### src/sv/brs_pkg.sv
//----------------------------------------------------------------------------
// brs_pkg: shared types and constants of the ramp smoother
// command codes, queue entry, register indexes, control structs
//----------------------------------------------------------------------------
package brs_pkg;

	localparam int MAX_BLOCK   = 64;
	localparam int CNT_W       = $clog2(MAX_BLOCK);
	localparam int LEN_W       = 7;
	localparam int COEF_W      = 17;
	localparam int SMP_W       = 24;
	localparam int ACC_W       = 32;
	localparam int QUEUE_DEPTH = 2;
	localparam int QPTR_W      = $clog2(QUEUE_DEPTH);
	localparam int CFG_IDX_W   = 2;
	localparam int CFG_DATA_W  = 24;
	localparam int DIV_STEPS   = 32;
	localparam int DIV_CNT_W   = $clog2(DIV_STEPS);

	localparam logic [COEF_W-1:0] COEF_ONE = COEF_W'(65536);

	// input command codes
	localparam logic [1:0] CMD_NEW    = 2'd0;
	localparam logic [1:0] CMD_CONT   = 2'd1;
	localparam logic [1:0] CMD_SINGLE = 2'd2;

	// configuration register indexes
	localparam logic [CFG_IDX_W-1:0] REG_BLOCK_LEN     = 2'd0;
	localparam logic [CFG_IDX_W-1:0] REG_FEED_COEF     = 2'd1;
	localparam logic [CFG_IDX_W-1:0] REG_FEEDBACK_COEF = 2'd2;
	localparam logic [CFG_IDX_W-1:0] REG_START_VALUE   = 2'd3;

	typedef enum logic [1:0] {
		OP_NEW,
		OP_CONT,
		OP_SINGLE
	} brs_op_t;

	typedef struct packed {
		brs_op_t                 op;
		logic signed [SMP_W-1:0] target;
	} brs_entry_t;

	typedef struct packed {
		logic       valid;
		brs_entry_t entry;
	} brs_push_t;

	typedef struct packed {
		logic       valid;
		brs_entry_t entry;
	} brs_head_t;

	typedef struct packed {
		logic             start;
		logic [ACC_W-1:0] dividend;
		logic [LEN_W-1:0] divisor;
	} brs_div_req_t;

	typedef struct packed {
		logic             done;
		logic [ACC_W-1:0] quotient;
	} brs_div_rsp_t;

	typedef enum logic [2:0] {
		S_IDLE,
		S_DIV,
		S_MUL_X,
		S_MUL_Y,
		S_FILT,
		S_SCALE,
		S_EMIT
	} brs_state_t;

	typedef enum logic [1:0] {
		MODE_IDLE_RES,
		MODE_SINGLE,
		MODE_BLOCK
	} brs_mode_t;

endpackage

### src/sv/brs_cmd_if.sv
//----------------------------------------------------------------------------
// brs_cmd_if: command channel
// valid/ready channel carrying one command item
//----------------------------------------------------------------------------
interface brs_cmd_if;
	logic                               valid;
	logic                               ready;
	logic [1:0]                         command;
	logic signed [brs_pkg::SMP_W-1:0]   target;

	modport source (output valid, output command, output target, input ready);
	modport sink   (input valid, input command, input target, output ready);
endinterface

### src/sv/brs_res_if.sv
//----------------------------------------------------------------------------
// brs_res_if: result channel
// valid/ready channel carrying one smoothed sample item
//----------------------------------------------------------------------------
interface brs_res_if;
	logic                               valid;
	logic                               ready;
	logic signed [brs_pkg::SMP_W-1:0]   sample_out;
	logic                               active;
	logic                               last;

	modport source (output valid, output sample_out, output active, output last, input ready);
	modport sink   (input valid, input sample_out, input active, input last, output ready);
endinterface

### src/sv/brs_front.sv
//----------------------------------------------------------------------------
// brs_front: command intake
// decodes the command code, drops unused codes, pushes into the queue
//----------------------------------------------------------------------------
module brs_front (
	brs_cmd_if.sink              cmd_ch,
	input  logic                 full,
	output brs_pkg::brs_push_t   push
);

	logic            known;
	brs_pkg::brs_op_t op;

	always_comb begin
		known = 1'b1;
		op    = brs_pkg::OP_NEW;
		case (cmd_ch.command)
			brs_pkg::CMD_NEW:    op = brs_pkg::OP_NEW;
			brs_pkg::CMD_CONT:   op = brs_pkg::OP_CONT;
			brs_pkg::CMD_SINGLE: op = brs_pkg::OP_SINGLE;
			default:             known = 1'b0;
		endcase
	end

	assign cmd_ch.ready        = !full;
	assign push.valid          = cmd_ch.valid && !full && known;
	assign push.entry.op       = op;
	assign push.entry.target   = cmd_ch.target;

endmodule

### src/sv/brs_queue.sv
//----------------------------------------------------------------------------
// brs_queue: command queue
// short fifo between intake and execution
//----------------------------------------------------------------------------
module brs_queue (
	input  logic                 clk,
	input  logic                 arst_n,
	input  brs_pkg::brs_push_t   push,
	input  logic                 pop,
	output logic                 full,
	output brs_pkg::brs_head_t   head
);

	brs_pkg::brs_entry_t             mem_q [brs_pkg::QUEUE_DEPTH];
	logic [brs_pkg::QPTR_W-1:0]      wptr_q;
	logic [brs_pkg::QPTR_W-1:0]      rptr_q;
	logic [brs_pkg::QPTR_W:0]        count_q;

	assign full       = (count_q == (brs_pkg::QPTR_W+1)'(brs_pkg::QUEUE_DEPTH));
	assign head.valid = (count_q != '0);
	assign head.entry = mem_q[rptr_q];

	always_ff @(posedge clk) begin
		if (push.valid) begin
			mem_q[wptr_q] <= push.entry;
		end
	end

	always_ff @(posedge clk or negedge arst_n) begin
		if (!arst_n) begin
			wptr_q  <= '0;
			rptr_q  <= '0;
			count_q <= '0;
		end else begin
			if (push.valid) begin
				wptr_q <= wptr_q + 1'b1;
			end
			if (pop) begin
				rptr_q <= rptr_q + 1'b1;
			end
			case ({push.valid, pop})
				2'b10:   count_q <= count_q + 1'b1;
				2'b01:   count_q <= count_q - 1'b1;
				default: count_q <= count_q;
			endcase
		end
	end

endmodule

### src/sv/brs_div.sv
//----------------------------------------------------------------------------
// brs_div: step divider
// restoring unsigned division, one quotient bit per cycle
//----------------------------------------------------------------------------
module brs_div (
	input  logic                   clk,
	input  logic                   arst_n,
	input  brs_pkg::brs_div_req_t  req,
	output brs_pkg::brs_div_rsp_t  rsp
);

	logic                              busy_q;
	logic                              done_q;
	logic [brs_pkg::DIV_CNT_W-1:0]     cnt_q;
	logic [brs_pkg::LEN_W-1:0]         rem_q;
	logic [brs_pkg::ACC_W-1:0]         quo_q;
	logic [brs_pkg::LEN_W-1:0]         div_q;

	logic [brs_pkg::LEN_W:0]           rem_sh;
	logic                              ge;
	logic [brs_pkg::LEN_W:0]           rem_n;

	assign rem_sh = {rem_q[brs_pkg::LEN_W-1:0], quo_q[brs_pkg::ACC_W-1]};
	assign ge     = (rem_sh >= {1'b0, div_q});
	assign rem_n  = ge ? (rem_sh - {1'b0, div_q}) : rem_sh;

	assign rsp.done     = done_q;
	assign rsp.quotient = quo_q;

	always_ff @(posedge clk) begin
		if (req.start && !busy_q) begin
			quo_q <= req.dividend;
			div_q <= req.divisor;
			rem_q <= '0;
		end else if (busy_q) begin
			quo_q <= {quo_q[brs_pkg::ACC_W-2:0], ge};
			// remainder stays below the divisor, so it fits the length width
			rem_q <= rem_n[brs_pkg::LEN_W-1:0];
		end
	end

	always_ff @(posedge clk or negedge arst_n) begin
		if (!arst_n) begin
			busy_q <= 1'b0;
			done_q <= 1'b0;
			cnt_q  <= '0;
		end else begin
			done_q <= 1'b0;
			if (req.start && !busy_q) begin
				busy_q <= 1'b1;
				cnt_q  <= '0;
			end else if (busy_q) begin
				cnt_q <= cnt_q + 1'b1;
				if (cnt_q == brs_pkg::DIV_CNT_W'(brs_pkg::DIV_STEPS-1)) begin
					busy_q <= 1'b0;
					done_q <= 1'b1;
				end
			end
		end
	end

endmodule

### src/sv/brs_back.sv
//----------------------------------------------------------------------------
// brs_back: execution engine
// ramp, one-pole lowpass on a shared multiplier, result register
//----------------------------------------------------------------------------
module brs_back (
	input  logic                                   clk,
	input  logic                                   arst_n,
	input  logic                                   cfg_we,
	input  logic [brs_pkg::CFG_IDX_W-1:0]          cfg_index,
	input  logic [brs_pkg::CFG_DATA_W-1:0]         cfg_data,
	input  brs_pkg::brs_head_t                     head,
	output logic                                   pop,
	output brs_pkg::brs_div_req_t                  div_req,
	input  brs_pkg::brs_div_rsp_t                  div_rsp,
	brs_res_if.source                              res_ch
);

	localparam logic signed [34:0] SAT32_HI = 35'sd2147483647;
	localparam logic signed [34:0] SAT32_LO = -35'sd2147483648;
	localparam logic signed [33:0] RMP_HI   = 34'sd2147483647;
	localparam logic signed [33:0] RMP_LO   = -34'sd2147483648;
	localparam logic signed [24:0] SAT24_HI = 25'sd8388607;
	localparam logic signed [24:0] SAT24_LO = -25'sd8388608;

	// configuration
	logic [brs_pkg::LEN_W-1:0]         blen_q;
	logic [brs_pkg::COEF_W-1:0]        feed_q;
	logic [brs_pkg::COEF_W-1:0]        fb_q;

	// smoother state
	logic signed [brs_pkg::ACC_W-1:0]  ramp_q;
	logic signed [brs_pkg::ACC_W-1:0]  filter_q;
	logic signed [brs_pkg::SMP_W-1:0]  current_q;
	logic signed [brs_pkg::SMP_W-1:0]  target_q;
	logic                              smoothing_q;

	// working registers
	brs_pkg::brs_state_t               state_q;
	brs_pkg::brs_state_t               state_n;
	brs_pkg::brs_mode_t                mode_q;
	logic [brs_pkg::CNT_W-1:0]         cnt_q;
	logic signed [brs_pkg::ACC_W-1:0]  x_q;
	logic signed [32:0]                step_q;
	logic                              dneg_q;
	logic signed [49:0]                prod_x_q;
	logic signed [49:0]                prod_y_q;
	logic signed [brs_pkg::SMP_W-1:0]  res_sample_q;
	logic                              res_active_q;
	logic signed [brs_pkg::SMP_W-1:0]  first_q;

	// result register
	logic                              out_valid_q;
	logic signed [brs_pkg::SMP_W-1:0]  out_sample_q;
	logic                              out_active_q;
	logic                              out_last_q;

	// datapath
	logic signed [brs_pkg::SMP_W-1:0]  tgt;
	logic signed [brs_pkg::ACC_W-1:0]  tgt_x;
	logic signed [brs_pkg::SMP_W-1:0]  tgt_eff;
	logic                              idle_hit;
	logic signed [32:0]                dv;
	logic signed [32:0]                dv_neg;
	logic signed [32:0]                quo_s;
	logic signed [31:0]                mul_a;
	logic signed [17:0]                mul_b;
	logic signed [49:0]                mul_p;
	logic signed [50:0]                flt_sum;
	logic signed [34:0]                flt_y;
	logic signed [brs_pkg::ACC_W-1:0]  flt_sat;
	logic signed [32:0]                sc_sum;
	logic signed [24:0]                sc_y;
	logic signed [brs_pkg::SMP_W-1:0]  sc_sat;
	logic signed [33:0]                rp_sum;
	logic signed [brs_pkg::ACC_W-1:0]  rp_sat;
	logic                              is_final;
	logic                              out_load;
	logic                              ends_here;
	logic signed [brs_pkg::SMP_W-1:0]  first_s;
	logic [brs_pkg::LEN_W-1:0]         cfg_len;
	logic [brs_pkg::COEF_W-1:0]        cfg_coef;

	assign tgt      = head.entry.target;
	assign tgt_x    = {tgt, 8'h00};
	assign tgt_eff  = (head.entry.op == brs_pkg::OP_NEW) ? tgt : target_q;
	assign idle_hit = !smoothing_q && (current_q == tgt_eff);

	// step numerator, magnitude goes to the divider
	assign dv       = 33'(tgt_x) - 33'(ramp_q);
	assign dv_neg   = -dv;
	assign quo_s    = {1'b0, div_rsp.quotient};

	// shared multiplier
	always_comb begin
		if (state_q == brs_pkg::S_MUL_Y) begin
			mul_a = filter_q;
			mul_b = {1'b0, fb_q};
		end else begin
			mul_a = (mode_q == brs_pkg::MODE_SINGLE) ? x_q : ramp_q;
			mul_b = {1'b0, feed_q};
		end
	end
	assign mul_p = mul_a * mul_b;

	// round to q1.31 and saturate
	assign flt_sum = 51'(prod_x_q) + 51'(prod_y_q) + 51'sd32768;
	assign flt_y   = flt_sum[50:16];
	always_comb begin
		if (flt_y > SAT32_HI) begin
			flt_sat = 32'sh7FFFFFFF;
		end else if (flt_y < SAT32_LO) begin
			flt_sat = 32'sh80000000;
		end else begin
			flt_sat = flt_y[31:0];
		end
	end

	// q1.31 to q1.23 with rounding
	assign sc_sum = 33'(filter_q) + 33'sd128;
	assign sc_y   = sc_sum[32:8];
	always_comb begin
		if (sc_y > SAT24_HI) begin
			sc_sat = 24'sh7FFFFF;
		end else if (sc_y < SAT24_LO) begin
			sc_sat = 24'sh800000;
		end else begin
			sc_sat = sc_y[23:0];
		end
	end

	// saturating ramp advance
	assign rp_sum = 34'(ramp_q) + 34'(step_q);
	always_comb begin
		if (rp_sum > RMP_HI) begin
			rp_sat = 32'sh7FFFFFFF;
		end else if (rp_sum < RMP_LO) begin
			rp_sat = 32'sh80000000;
		end else begin
			rp_sat = rp_sum[31:0];
		end
	end

	assign is_final  = (mode_q != brs_pkg::MODE_BLOCK) ||
	                   ({1'b0, cnt_q} == (blen_q - 1'b1));
	assign first_s   = (cnt_q == '0) ? res_sample_q : first_q;
	assign ends_here = (first_s == res_sample_q);

	// config value clamping
	always_comb begin
		if (cfg_data[brs_pkg::LEN_W-1:0] == '0) begin
			cfg_len = brs_pkg::LEN_W'(1);
		end else if (cfg_data[brs_pkg::LEN_W-1:0] > brs_pkg::LEN_W'(brs_pkg::MAX_BLOCK)) begin
			cfg_len = brs_pkg::LEN_W'(brs_pkg::MAX_BLOCK);
		end else begin
			cfg_len = cfg_data[brs_pkg::LEN_W-1:0];
		end
		if (cfg_data[brs_pkg::COEF_W-1:0] > brs_pkg::COEF_ONE) begin
			cfg_coef = brs_pkg::COEF_ONE;
		end else begin
			cfg_coef = cfg_data[brs_pkg::COEF_W-1:0];
		end
	end

	// next state
	always_comb begin
		state_n = state_q;
		case (state_q)
			brs_pkg::S_IDLE: begin
				if (head.valid) begin
					if (head.entry.op == brs_pkg::OP_SINGLE) begin
						state_n = brs_pkg::S_MUL_X;
					end else if (idle_hit) begin
						state_n = brs_pkg::S_EMIT;
					end else if (head.entry.op == brs_pkg::OP_NEW) begin
						state_n = brs_pkg::S_DIV;
					end else begin
						state_n = brs_pkg::S_MUL_X;
					end
				end
			end
			brs_pkg::S_DIV: begin
				if (div_rsp.done) begin
					state_n = brs_pkg::S_MUL_X;
				end
			end
			brs_pkg::S_MUL_X: state_n = brs_pkg::S_MUL_Y;
			brs_pkg::S_MUL_Y: state_n = brs_pkg::S_FILT;
			brs_pkg::S_FILT:  state_n = brs_pkg::S_SCALE;
			brs_pkg::S_SCALE: state_n = brs_pkg::S_EMIT;
			brs_pkg::S_EMIT: begin
				if (out_load) begin
					state_n = is_final ? brs_pkg::S_IDLE : brs_pkg::S_MUL_X;
				end
			end
			default: state_n = brs_pkg::S_IDLE;
		endcase
	end

	// control outputs
	always_comb begin
		pop              = (state_q == brs_pkg::S_IDLE) && head.valid;
		out_load         = (state_q == brs_pkg::S_EMIT) && (!out_valid_q || res_ch.ready);
		div_req.start    = pop && (head.entry.op == brs_pkg::OP_NEW) && !idle_hit;
		div_req.dividend = dv[32] ? dv_neg[31:0] : dv[31:0];
		div_req.divisor  = blen_q;
	end

	assign res_ch.valid      = out_valid_q;
	assign res_ch.sample_out = out_sample_q;
	assign res_ch.active     = out_active_q;
	assign res_ch.last       = out_last_q;

	// working payload
	always_ff @(posedge clk) begin
		case (state_q)
			brs_pkg::S_IDLE: begin
				x_q          <= tgt_x;
				dneg_q       <= dv[32];
				step_q       <= '0;
				cnt_q        <= '0;
				res_sample_q <= current_q;
				res_active_q <= !(head.entry.op != brs_pkg::OP_SINGLE && idle_hit);
				if (head.entry.op == brs_pkg::OP_SINGLE) begin
					mode_q <= brs_pkg::MODE_SINGLE;
				end else if (idle_hit) begin
					mode_q <= brs_pkg::MODE_IDLE_RES;
				end else begin
					mode_q <= brs_pkg::MODE_BLOCK;
				end
			end
			brs_pkg::S_DIV: begin
				if (div_rsp.done) begin
					step_q <= dneg_q ? -quo_s : quo_s;
				end
			end
			brs_pkg::S_MUL_X: prod_x_q <= mul_p;
			brs_pkg::S_MUL_Y: prod_y_q <= mul_p;
			brs_pkg::S_SCALE: res_sample_q <= sc_sat;
			brs_pkg::S_EMIT: begin
				if (out_load) begin
					first_q <= first_s;
					cnt_q   <= cnt_q + 1'b1;
				end
			end
			default: ;
		endcase
		if (out_load) begin
			out_sample_q <= res_sample_q;
			out_active_q <= res_active_q;
			out_last_q   <= is_final;
		end
	end

	// control and smoother state
	always_ff @(posedge clk or negedge arst_n) begin
		if (!arst_n) begin
			state_q     <= brs_pkg::S_IDLE;
			out_valid_q <= 1'b0;
			blen_q      <= brs_pkg::LEN_W'(32);
			feed_q      <= brs_pkg::COEF_ONE;
			fb_q        <= '0;
			ramp_q      <= '0;
			filter_q    <= '0;
			current_q   <= '0;
			target_q    <= '0;
			smoothing_q <= 1'b0;
		end else begin
			state_q <= state_n;
			if (out_load) begin
				out_valid_q <= 1'b1;
			end else if (res_ch.ready) begin
				out_valid_q <= 1'b0;
			end

			case (state_q)
				brs_pkg::S_IDLE: begin
					if (head.valid && head.entry.op == brs_pkg::OP_NEW) begin
						target_q <= tgt;
					end
					if (head.valid && head.entry.op != brs_pkg::OP_SINGLE && !idle_hit) begin
						smoothing_q <= 1'b1;
					end
				end
				brs_pkg::S_FILT: begin
					filter_q <= flt_sat;
					if (mode_q == brs_pkg::MODE_BLOCK) begin
						ramp_q <= rp_sat;
					end
				end
				brs_pkg::S_EMIT: begin
					if (out_load && mode_q == brs_pkg::MODE_BLOCK && is_final) begin
						if (ends_here) begin
							smoothing_q <= 1'b0;
							current_q   <= target_q;
						end else begin
							current_q   <= res_sample_q;
						end
					end
				end
				default: ;
			endcase

			// register writes must arrive only while idle; the block itself does not enforce it
			if (cfg_we) begin
				case (cfg_index)
					brs_pkg::REG_BLOCK_LEN:     blen_q <= cfg_len;
					brs_pkg::REG_FEED_COEF:     feed_q <= cfg_coef;
					brs_pkg::REG_FEEDBACK_COEF: fb_q   <= cfg_coef;
					brs_pkg::REG_START_VALUE: begin
						ramp_q    <= {cfg_data[brs_pkg::SMP_W-1:0], 8'h00};
						filter_q  <= {cfg_data[brs_pkg::SMP_W-1:0], 8'h00};
						current_q <= cfg_data[brs_pkg::SMP_W-1:0];
						target_q  <= cfg_data[brs_pkg::SMP_W-1:0];
					end
					default: ;
				endcase
			end
		end
	end

endmodule

### src/sv/block_ramp_smoother_top.sv
//----------------------------------------------------------------------------
// block_ramp_smoother_top: linear ramp plus one-pole parameter smoother
// command intake, queue, step divider and filter engine
//----------------------------------------------------------------------------
// flow: an idle item goes from the queue through the emit state to the result register;
//   a single item passes both multiplier states, filter and scale before emit; a block
//   item repeats those states for each sample, after the divider on command 0; emit
//   holds while the result register is full and not taken, and items pop only in idle
// reset: registers return to block_len 32, feed 1.0, feedback 0, start value 0;
//   ramp, filter, current and target clear, smoothing off, queue empty
module block_ramp_smoother_top (
	input  logic                                clk,
	input  logic                                arst_n,
	input  logic                                cfg_we,
	input  logic [brs_pkg::CFG_IDX_W-1:0]       cfg_index,
	input  logic [brs_pkg::CFG_DATA_W-1:0]      cfg_data,
	brs_cmd_if.sink                             cmd_ch,
	brs_res_if.source                           res_ch
);

	// front to queue: decoded item, command 3 is dropped here
	brs_pkg::brs_push_t     push;
	logic                   full;

	// queue to back: head item, popped once the engine is free
	brs_pkg::brs_head_t     head;
	logic                   pop;

	// back to divider: step numerator magnitude over block length
	brs_pkg::brs_div_req_t  div_req;
	brs_pkg::brs_div_rsp_t  div_rsp;

	// intake keeps taking items while a block is still being emitted, until the queue is full
	brs_front u_front (
		.cmd_ch (cmd_ch),
		.full   (full),
		.push   (push)
	);

	brs_queue u_queue (
		.clk    (clk),
		.arst_n (arst_n),
		.push   (push),
		.pop    (pop),
		.full   (full),
		.head   (head)
	);

	// one quotient bit per cycle, only command 0 needs a step
	brs_div u_div (
		.clk    (clk),
		.arst_n (arst_n),
		.req    (div_req),
		.rsp    (div_rsp)
	);

	// ramp and lowpass, results through a single output register
	brs_back u_back (
		.clk       (clk),
		.arst_n    (arst_n),
		.cfg_we    (cfg_we),
		.cfg_index (cfg_index),
		.cfg_data  (cfg_data),
		.head      (head),
		.pop       (pop),
		.div_req   (div_req),
		.div_rsp   (div_rsp),
		.res_ch    (res_ch)
	);

endmodule

### src/flat_wrapper.sv
// flat-port wrapper written by rule: the top's interface ports become plain ports
module block_ramp_smoother_top_flat 
  (clk, arst_n, cfg_we, cfg_index, cfg_data, cmd_ch_valid, cmd_ch_command, cmd_ch_target, cmd_ch_ready, res_ch_valid, res_ch_sample_out, res_ch_active, res_ch_last, res_ch_ready);
  brs_cmd_if cmd_ch_i ();
  brs_res_if res_ch_i ();
  input  logic clk;
  input  logic arst_n;
  input  logic cfg_we;
  input  logic [brs_pkg::CFG_IDX_W-1:0] cfg_index;
  input  logic [brs_pkg::CFG_DATA_W-1:0] cfg_data;
  input wire logic [$bits(cmd_ch_i.valid)-1:0] cmd_ch_valid;
  input wire logic [$bits(cmd_ch_i.command)-1:0] cmd_ch_command;
  input wire logic [$bits(cmd_ch_i.target)-1:0] cmd_ch_target;
  output wire logic [$bits(cmd_ch_i.ready)-1:0] cmd_ch_ready;
  output wire logic [$bits(res_ch_i.valid)-1:0] res_ch_valid;
  output wire logic [$bits(res_ch_i.sample_out)-1:0] res_ch_sample_out;
  output wire logic [$bits(res_ch_i.active)-1:0] res_ch_active;
  output wire logic [$bits(res_ch_i.last)-1:0] res_ch_last;
  input wire logic [$bits(res_ch_i.ready)-1:0] res_ch_ready;
  assign cmd_ch_i.valid = cmd_ch_valid;
  assign cmd_ch_i.command = cmd_ch_command;
  assign cmd_ch_i.target = cmd_ch_target;
  assign cmd_ch_ready = cmd_ch_i.ready;
  assign res_ch_valid = res_ch_i.valid;
  assign res_ch_sample_out = res_ch_i.sample_out;
  assign res_ch_active = res_ch_i.active;
  assign res_ch_last = res_ch_i.last;
  assign res_ch_i.ready = res_ch_ready;
  block_ramp_smoother_top u_core (.clk(clk), .arst_n(arst_n), .cfg_we(cfg_we), .cfg_index(cfg_index), .cfg_data(cfg_data), .cmd_ch(cmd_ch_i), .res_ch(res_ch_i));
endmodule
### config.mk
export PLATFORM = sky130hd
export DESIGN_NAME = block_ramp_smoother_top_flat
export DESIGN_NICKNAME = d
export VERILOG_FILES = /design/src/sv/brs_pkg.sv /design/src/sv/brs_cmd_if.sv /design/src/sv/brs_res_if.sv /design/src/sv/brs_front.sv /design/src/sv/brs_queue.sv /design/src/sv/brs_div.sv /design/src/sv/brs_back.sv /design/src/sv/block_ramp_smoother_top.sv /design/src/flat_wrapper.sv
export SDC_FILE = /design/constraint.sdc
export NUM_CORES = 2
export LEC_CHECK = 0
export ABC_AREA = 1
export BUFFER_PORTS_ARGS = -buffer_cell sky130_fd_sc_hd__buf_2
export CORE_ASPECT_RATIO = 1.25
export CORE_MARGIN = 1
export CORE_UTILIZATION = 40
export CTS_BUF_LIST = sky130_fd_sc_hd__clkbuf_4
export DETAILED_ROUTE_END_ITERATION = 12
export PLACE_DENSITY = 0.63
export SLEW_MARGIN = 0
export SYNTH_ARGS = -nofsm -noshare
export SYNTH_HDL_FRONTEND = slang
export SYNTH_SLANG_ARGS = --single-unit
### constraint.sdc
create_clock -name clk -period 22.4 [get_ports clk]
set_input_delay 2.24 -clock clk [delete_from_list [all_inputs] [get_ports clk]]
set_output_delay 2.24 -clock clk [all_outputs]
set_load 0.05 [all_outputs]
Word-level counts from Yosys, hierarchy flattened

Memories as Yosys holds them, arrays and structs flattened.
Index checks and enable logic that the tools add are counted.

Add/subtract/negate cells: 15
$mul: 1
Order comparisons: 9
Eq/ne operators: 29
Multiplexer cells: 68
Reduce and logical (&&, ||, !) cells: 44

Operators by type and width:

| kind                   | count |
|---|---|
| $mux 32                | 16 |
| $mux 24                | 13 |
| $mux 33                | 2 |
| $pmux 33 s2            | 1 |
| $add 50x50->51         | 1 |
| $add 51x17->51 const B | 1 |
| $mul 32x18->50         | 1 |
| $eq 24x24->1           | 2 |
| $pmux 24 s2            | 1 |
| $gt 35x32->1 const B   | 1 |
| $lt 35x32->1 const B   | 1 |
| $add 32x33->34         | 1 |
| $gt 34x32->1 const B   | 1 |
| $lt 34x32->1 const B   | 1 |
| $mux 17                | 2 |
| $add 32x9->33 const B  | 1 |
| $neg 32->33            | 1 |
| $sub 32x32->33         | 1 |
| $neg 32->32            | 1 |
| $gt 25x24->1 const B   | 1 |
| $lt 25x24->1 const B   | 1 |
| $mux 7                 | 3 |
| $pmux 3 s7             | 1 |
| $gt 17x17->1 const B   | 1 |
| 38 further kinds       | 110 |

Register bits after elaboration: 456
Bits in writable memories: 52
Output and inout port bits: 28
Memories kept: 1

Memories:

| memory               | words | bits a word | rd ports | clocked after Yosys merged registers in | write ports | RTL line        | RTL |
|---|---|---|---|---|---|---|---|
| u_core.u_queue.mem_q | 2     | 26          | 1        | 0                                       | 1           | brs_queue.sv:14 | `brs_pkg::brs_entry_t mem_q [brs_pkg::QUEUE_DEPTH];` |

Longest topological paths before layout

Word-level depth: 9
Depth in mapped cells: 33
Mapped depth without buffers: 31

By module

Synthesis repeated with hierarchy kept, for this count alone.

Cell total of the unflattened synthesis: 6526
Area total of the unflattened synthesis: 51578.2 um^2

Modules (own cells, without submodules):

| module    | times used | cells each | area each (um^2) | seq. area each (um^2) |
|---|---|---|---|---|
| brs_back  | 1          | 6045       | 46495.8          | 11193.2 |
| brs_div   | 1          | 288        | 2620.0           | 1486.4 |
| brs_queue | 1          | 160        | 2247.2           | 1661.6 |
| brs_front | 1          | 33         | 215.2            | 0.0 |

Least setup slack after synthesis

Ideal clock, no wire load.

Path kind: register -> register
Start: reg u_core.u_back.state_q[2]
End: reg u_core.u_back.prod_x_q[46] (data pin)
Library setup time: 0.269 ns
Data arrival time: 7.751 ns
Data required time: 22.131 ns
Setup slack: 14.380 ns
Cell stages (with the launch flop): 26
Cell sequence: dfrtp_1 nor3_2 clkbuf_1 nand2_1 nand2_1 clkinv_1 nand2_1 fa_1 fa_1 inv_1 fa_1 inv_1 fa_1 fa_1 fa_1 inv_1 ha_1 nand2_1 inv_1 nand2_1 nor3_1 nand4_1 o21ai_0 a41oi_1 o21ai_0 xor2_1

Word-level cells in the longest chain between the ends: 3

RTL lines:

| item                                      | RTL line        | RTL |
|---|---|---|
| start: declaration                        | brs_back.sv:38  | `brs_pkg::brs_state_t state_q;` |
| start signal: assignment                  | brs_back.sv:257 | `state_q <= brs_pkg::S_IDLE;` |
| start signal: assignment                  | brs_back.sv:268 | `state_q <= state_n;` |
| $eq 3x2->1 *                              | brs_back.sv:95  | `if (state_q == brs_pkg::S_MUL_Y) begin` |
| $mux 32 / $mux 17 (equally long branches) | brs_back.sv:95  |  |
| $mul 32x18->50 *                          | brs_back.sv:103 | `assign mul_p = mul_a * mul_b;` |
| via u_core.u_back.mul_p[46]               | brs_back.sv:67  | `logic signed [49:0] mul_p;` |
| end signal: assignment                    | brs_back.sv:236 | `brs_pkg::S_MUL_X: prod_x_q <= mul_p;` |
| end: declaration                          | brs_back.sv:45  | `logic signed [49:0] prod_x_q;` |

Mark *: on every way through the listed nets, which the timed path passes. The rest lies on a longest branch.
A chain may end at the register's enable or synchronous reset.

Worst setup path in the final report

Start: reg u_core.u_back.state_q[2]
End: reg u_core.u_back.prod_y_q[47] (data pin)

Word-level cells in the longest chain between the ends: 3

RTL lines:

| item                                      | RTL line        | RTL |
|---|---|---|
| $eq 3x2->1 *                              | brs_back.sv:95  |  |
| $mux 32 / $mux 17 (equally long branches) | brs_back.sv:95  |  |
| $mul 32x18->50 *                          | brs_back.sv:103 |  |
| via u_core.u_back.mul_p[47]               | brs_back.sv:67  |  |
| end signal: assignment                    | brs_back.sv:237 | `brs_pkg::S_MUL_Y: prod_y_q <= mul_p;` |
| end: declaration                          | brs_back.sv:46  | `logic signed [49:0] prod_y_q;` |

Marks and branches as above.

==> flow_metrics.tcl <==
set metrics [dict create \
    outcome "complete, no violations" \
    min_path_type "reg2reg" \
    nets 7467 \
    rows 146 \
    critPathKind "reg2reg" \
    dp_hpwl_mm 144 \
    grt_max_degree 74 \
    drt_iter0_drc 3864 \
    firstDrtPassIters 8 \
    via_per_inst 5.23 \
    crit_path_start_kind "flop" \
    synthArstFlopShare 0.333 \
    path_clk_slew_ps 70 \
    final_hold_viol_count 0 \
    max_freq_mhz 99.3 \
    maxCapViolations 0 \
    synth_edf_count 332 \
    chipWidth_um 323 \
    grt_pass1_wl_mm 273 \
    io_pins 85 \
    fin_skew_ps 106 \
    multi_input_area_sq_um 31500 \
    hold-path-endpoint "u_core.u_back.feed_q[5]$_DFFE_PN0P_" \
    maxSlewViolCount 0 \
    grt-ovfl-total 0 \
    clock_path_buffers 3 \
    antenna_found_initial 5 \
    setup.worst_path.end_class "flop" \
    synth_warnings 0 \
    cts-resized-gates 0 \
    area_growth_pct 8.05 \
    routed_wl_mm 180 \
    hold_slack_ps 473 \
    rsz0062_at_grt "false" \
    wl_per_cell_um 21.4 \
    finalSetupTns_ps 0 \
    synth_top_area_frac 0.204 \
    cts_max_level 4 \
    hp-start "u_core.u_back.feed_q[5]$_DFFE_PN0P_" \
    postSynthAreaPerCell_sq_um 7.91 \
    numCtsBuffers 139 \
    crit_fanout 65 \
    final_cells 8420 \
    final-seq-area_sq_um 14300 \
    port_buffers 84 \
    num_vias 44100 \
    synthTopCellsByCount "1420 x nand2_1, 1260 x inv_1, 746 x nor2_1" \
    cts_setup_buffers 0 \
    die_h_um 403 \
    dieArea_sq_um 130000 \
    reg2reg_from "u_core.u_back.state_q[2]$_DFFE_PN0P_" \
    cts_num_sinks 508 \
    synth-seq-area-share 0.279 \
    syn_inst 6491 \
    core-area_sq_um 127000 \
    utilization 0.437 \
    tightest_slew_ps 1270 \
    hold_buffers 0 \
    synth.most_common_cell "nand2_1" \
    grt_pass1_vias 45700 \
    clk_latency_ps 1110 \
    min_period_over_period 0.450 \
    drive_above_1_share 0.0714 \
    gp_congestion 0.976 \
    grt_usage 0.283 \
    synth_cell_types 59 \
    synth_area_leader_cell "fa_1" \
    finalSetupViolations 0 \
    r2r-end "u_core.u_back.prod_y_q[47]$_DFFE_PP_" \
    worstRegToRegCells 27 \
    arrival_ps 10910 \
    min_period_ps 10070 \
    initial_core_util 0.405 \
    required_ps 23240 \
    synthTopCellsByArea "fa_1 20%, edfxtp_1 19%, nand2_1 10%" \
    maxSlewHeadroom 0.151 \
    drc_errors 0 \
    whs_path_depth 2 \
    fillers 13000 \
    ys_seq_elements 508 \
    root_buffer "clkbuf_4" \
    drtAntennaViolNets 0 \
    netlist_area_sq_um 51400 \
    cts_tree "built" \
    ys.flop_type "edfxtp_1" \
    dp.cells 8160 \
    synth_nets 7359 \
    rrSetupSlack_ps 12330 \
]
## kinds of logic after synthesis
kind of cell,Yosys count,share of synthesized area
simple gates,2570,0.203
buf+inv,1461,0.110
compound gates,974,0.105
fa+ha+maj,811,0.274
flops,508,0.279
xor+xnor,167,0.0289
## metal layers
| metal | wire length [um] | part of all wire | track usage |
|---|---|---|---|
| met5 | 39 | 0.00022 | 0 |
| met4 | 13000 | 0.072 | 0.178 |
| met3 | 10900 | 0.060 | 0.0496 |
| met2 | 89700 | 0.50 | 0.494 |
| met1 | 66700 | 0.37 | 0.317 |
## worst max-delay path, cell delays in order (launching register included)
cell and delay, ps:
dfrtp_1 480, nor3_4 220, buf_4 730, inv_2 470
buf_4 470, o21ai_2 440, clkinv_1 1010, nor2_1 430
fa_1 480, inv_1 80, fa_1 430, fa_1 520
inv_1 50, fa_1 480, fa_1 550, inv_1 50
fa_1 580, inv_1 60, ha_1 360, nand2_1 70
inv_1 90, nand2_1 70, nor3_1 280, nand4_1 120
o21ai_0 530, a21oi_1 250, o21ai_0 250, xor2_1 230
## area by class of cell
| cell class | count | share of cell area |
|---|---|---|
| clock buffers | 204 | 0.0276 |
| diodes | 8 | 0.000361 |
| clock inverters | 48 | 0.00591 |
| multi-input cells | 4522 | 0.567 |
| well taps | 1702 | 0.0384 |
| repair buffers | 141 | 0.0154 |
| flip-flops and latches | 508 | 0.258 |
| inverters | 1287 | 0.0871 |
## sequential cells by signal, summed over array words and instances (netlist names), 3 cells and up
| signal | flops |
|---|---|
| u_core.u_div.quo_q | 32 |
| u_core.u_queue.mem_q | 52 |
| u_core.u_back.x_q | 24 |
| u_core.u_back.cnt_q | 6 |
| u_core.u_div.cnt_q | 5 |
| u_core.u_div.rem_q | 7 |
| u_core.u_back.prod_y_q | 50 |
| u_core.u_back.blen_q | 7 |
| u_core.u_back.res_ch.sample_out | 24 |
| u_core.u_back.state_q | 3 |
| u_core.u_back.first_q | 24 |
| u_core.u_back.fb_q | 17 |
| u_core.u_back.current_q | 24 |
| u_core.u_back.filter_q | 32 |
| u_core.u_back.ramp_q | 32 |
| u_core.u_back.res_sample_q | 24 |
| u_core.u_div.div_q | 7 |
| u_core.u_back.prod_x_q | 50 |
| u_core.u_back.feed_q | 17 |
| u_core.u_back.target_q | 24 |
| u_core.u_back.step_q | 33 |
## metrics by stage
step	instance area, sq um	setup slack [ps]
6_report	55500	12330
5_1_grt	55500	11820
4_1_cts	55500	12380
3_5_place_dp	53600	12460
3_3_place_gp	53600	12180
2_1_floorplan	51400	14380
## cells in the final DEF (no fill, tap or decap), drive strengths merged, types with 204 or more instances in the layout
| cell | count |
|---|---|
| a21oi | 457 |
| clkbuf | 204 |
| fa | 523 |
| nand3 | 204 |
| ha | 288 |
| o21ai | 347 |
| nor2 | 763 |
| nand2 | 1428 |
| inv | 1277 |
| edfxtp | 332 |
## how the worst max path moves through the flow
stage / startpoint / cells past startpoint / endpoint / slack (ps)
after floorplan: u_core.u_back.state_q[2]$_DFFE_PN0P_ / 25 / u_core.u_back.prod_x_q[46]$_DFFE_PP_ / 14380
after global placement: u_core.u_back.state_q[2]$_DFFE_PN0P_ / 29 / u_core.u_back.prod_x_q[48]$_DFFE_PP_ / 12180
after detailed placement: u_core.u_back.state_q[2]$_DFFE_PN0P_ / 27 / u_core.u_back.prod_x_q[46]$_DFFE_PP_ / 12460
after CTS: u_core.u_back.state_q[2]$_DFFE_PN0P_ / 27 / u_core.u_back.prod_x_q[46]$_DFFE_PP_ / 12380
after global routing: u_core.u_back.state_q[2]$_DFFE_PN0P_ / 27 / u_core.u_back.prod_y_q[47]$_DFFE_PP_ / 11820
final: u_core.u_back.state_q[2]$_DFFE_PN0P_ / 27 / u_core.u_back.prod_y_q[47]$_DFFE_PP_ / 12330
Power is left out: the tool's default activity adds up to more than one toggle a clock period on the data nets, which glitch-free logic cannot reach.
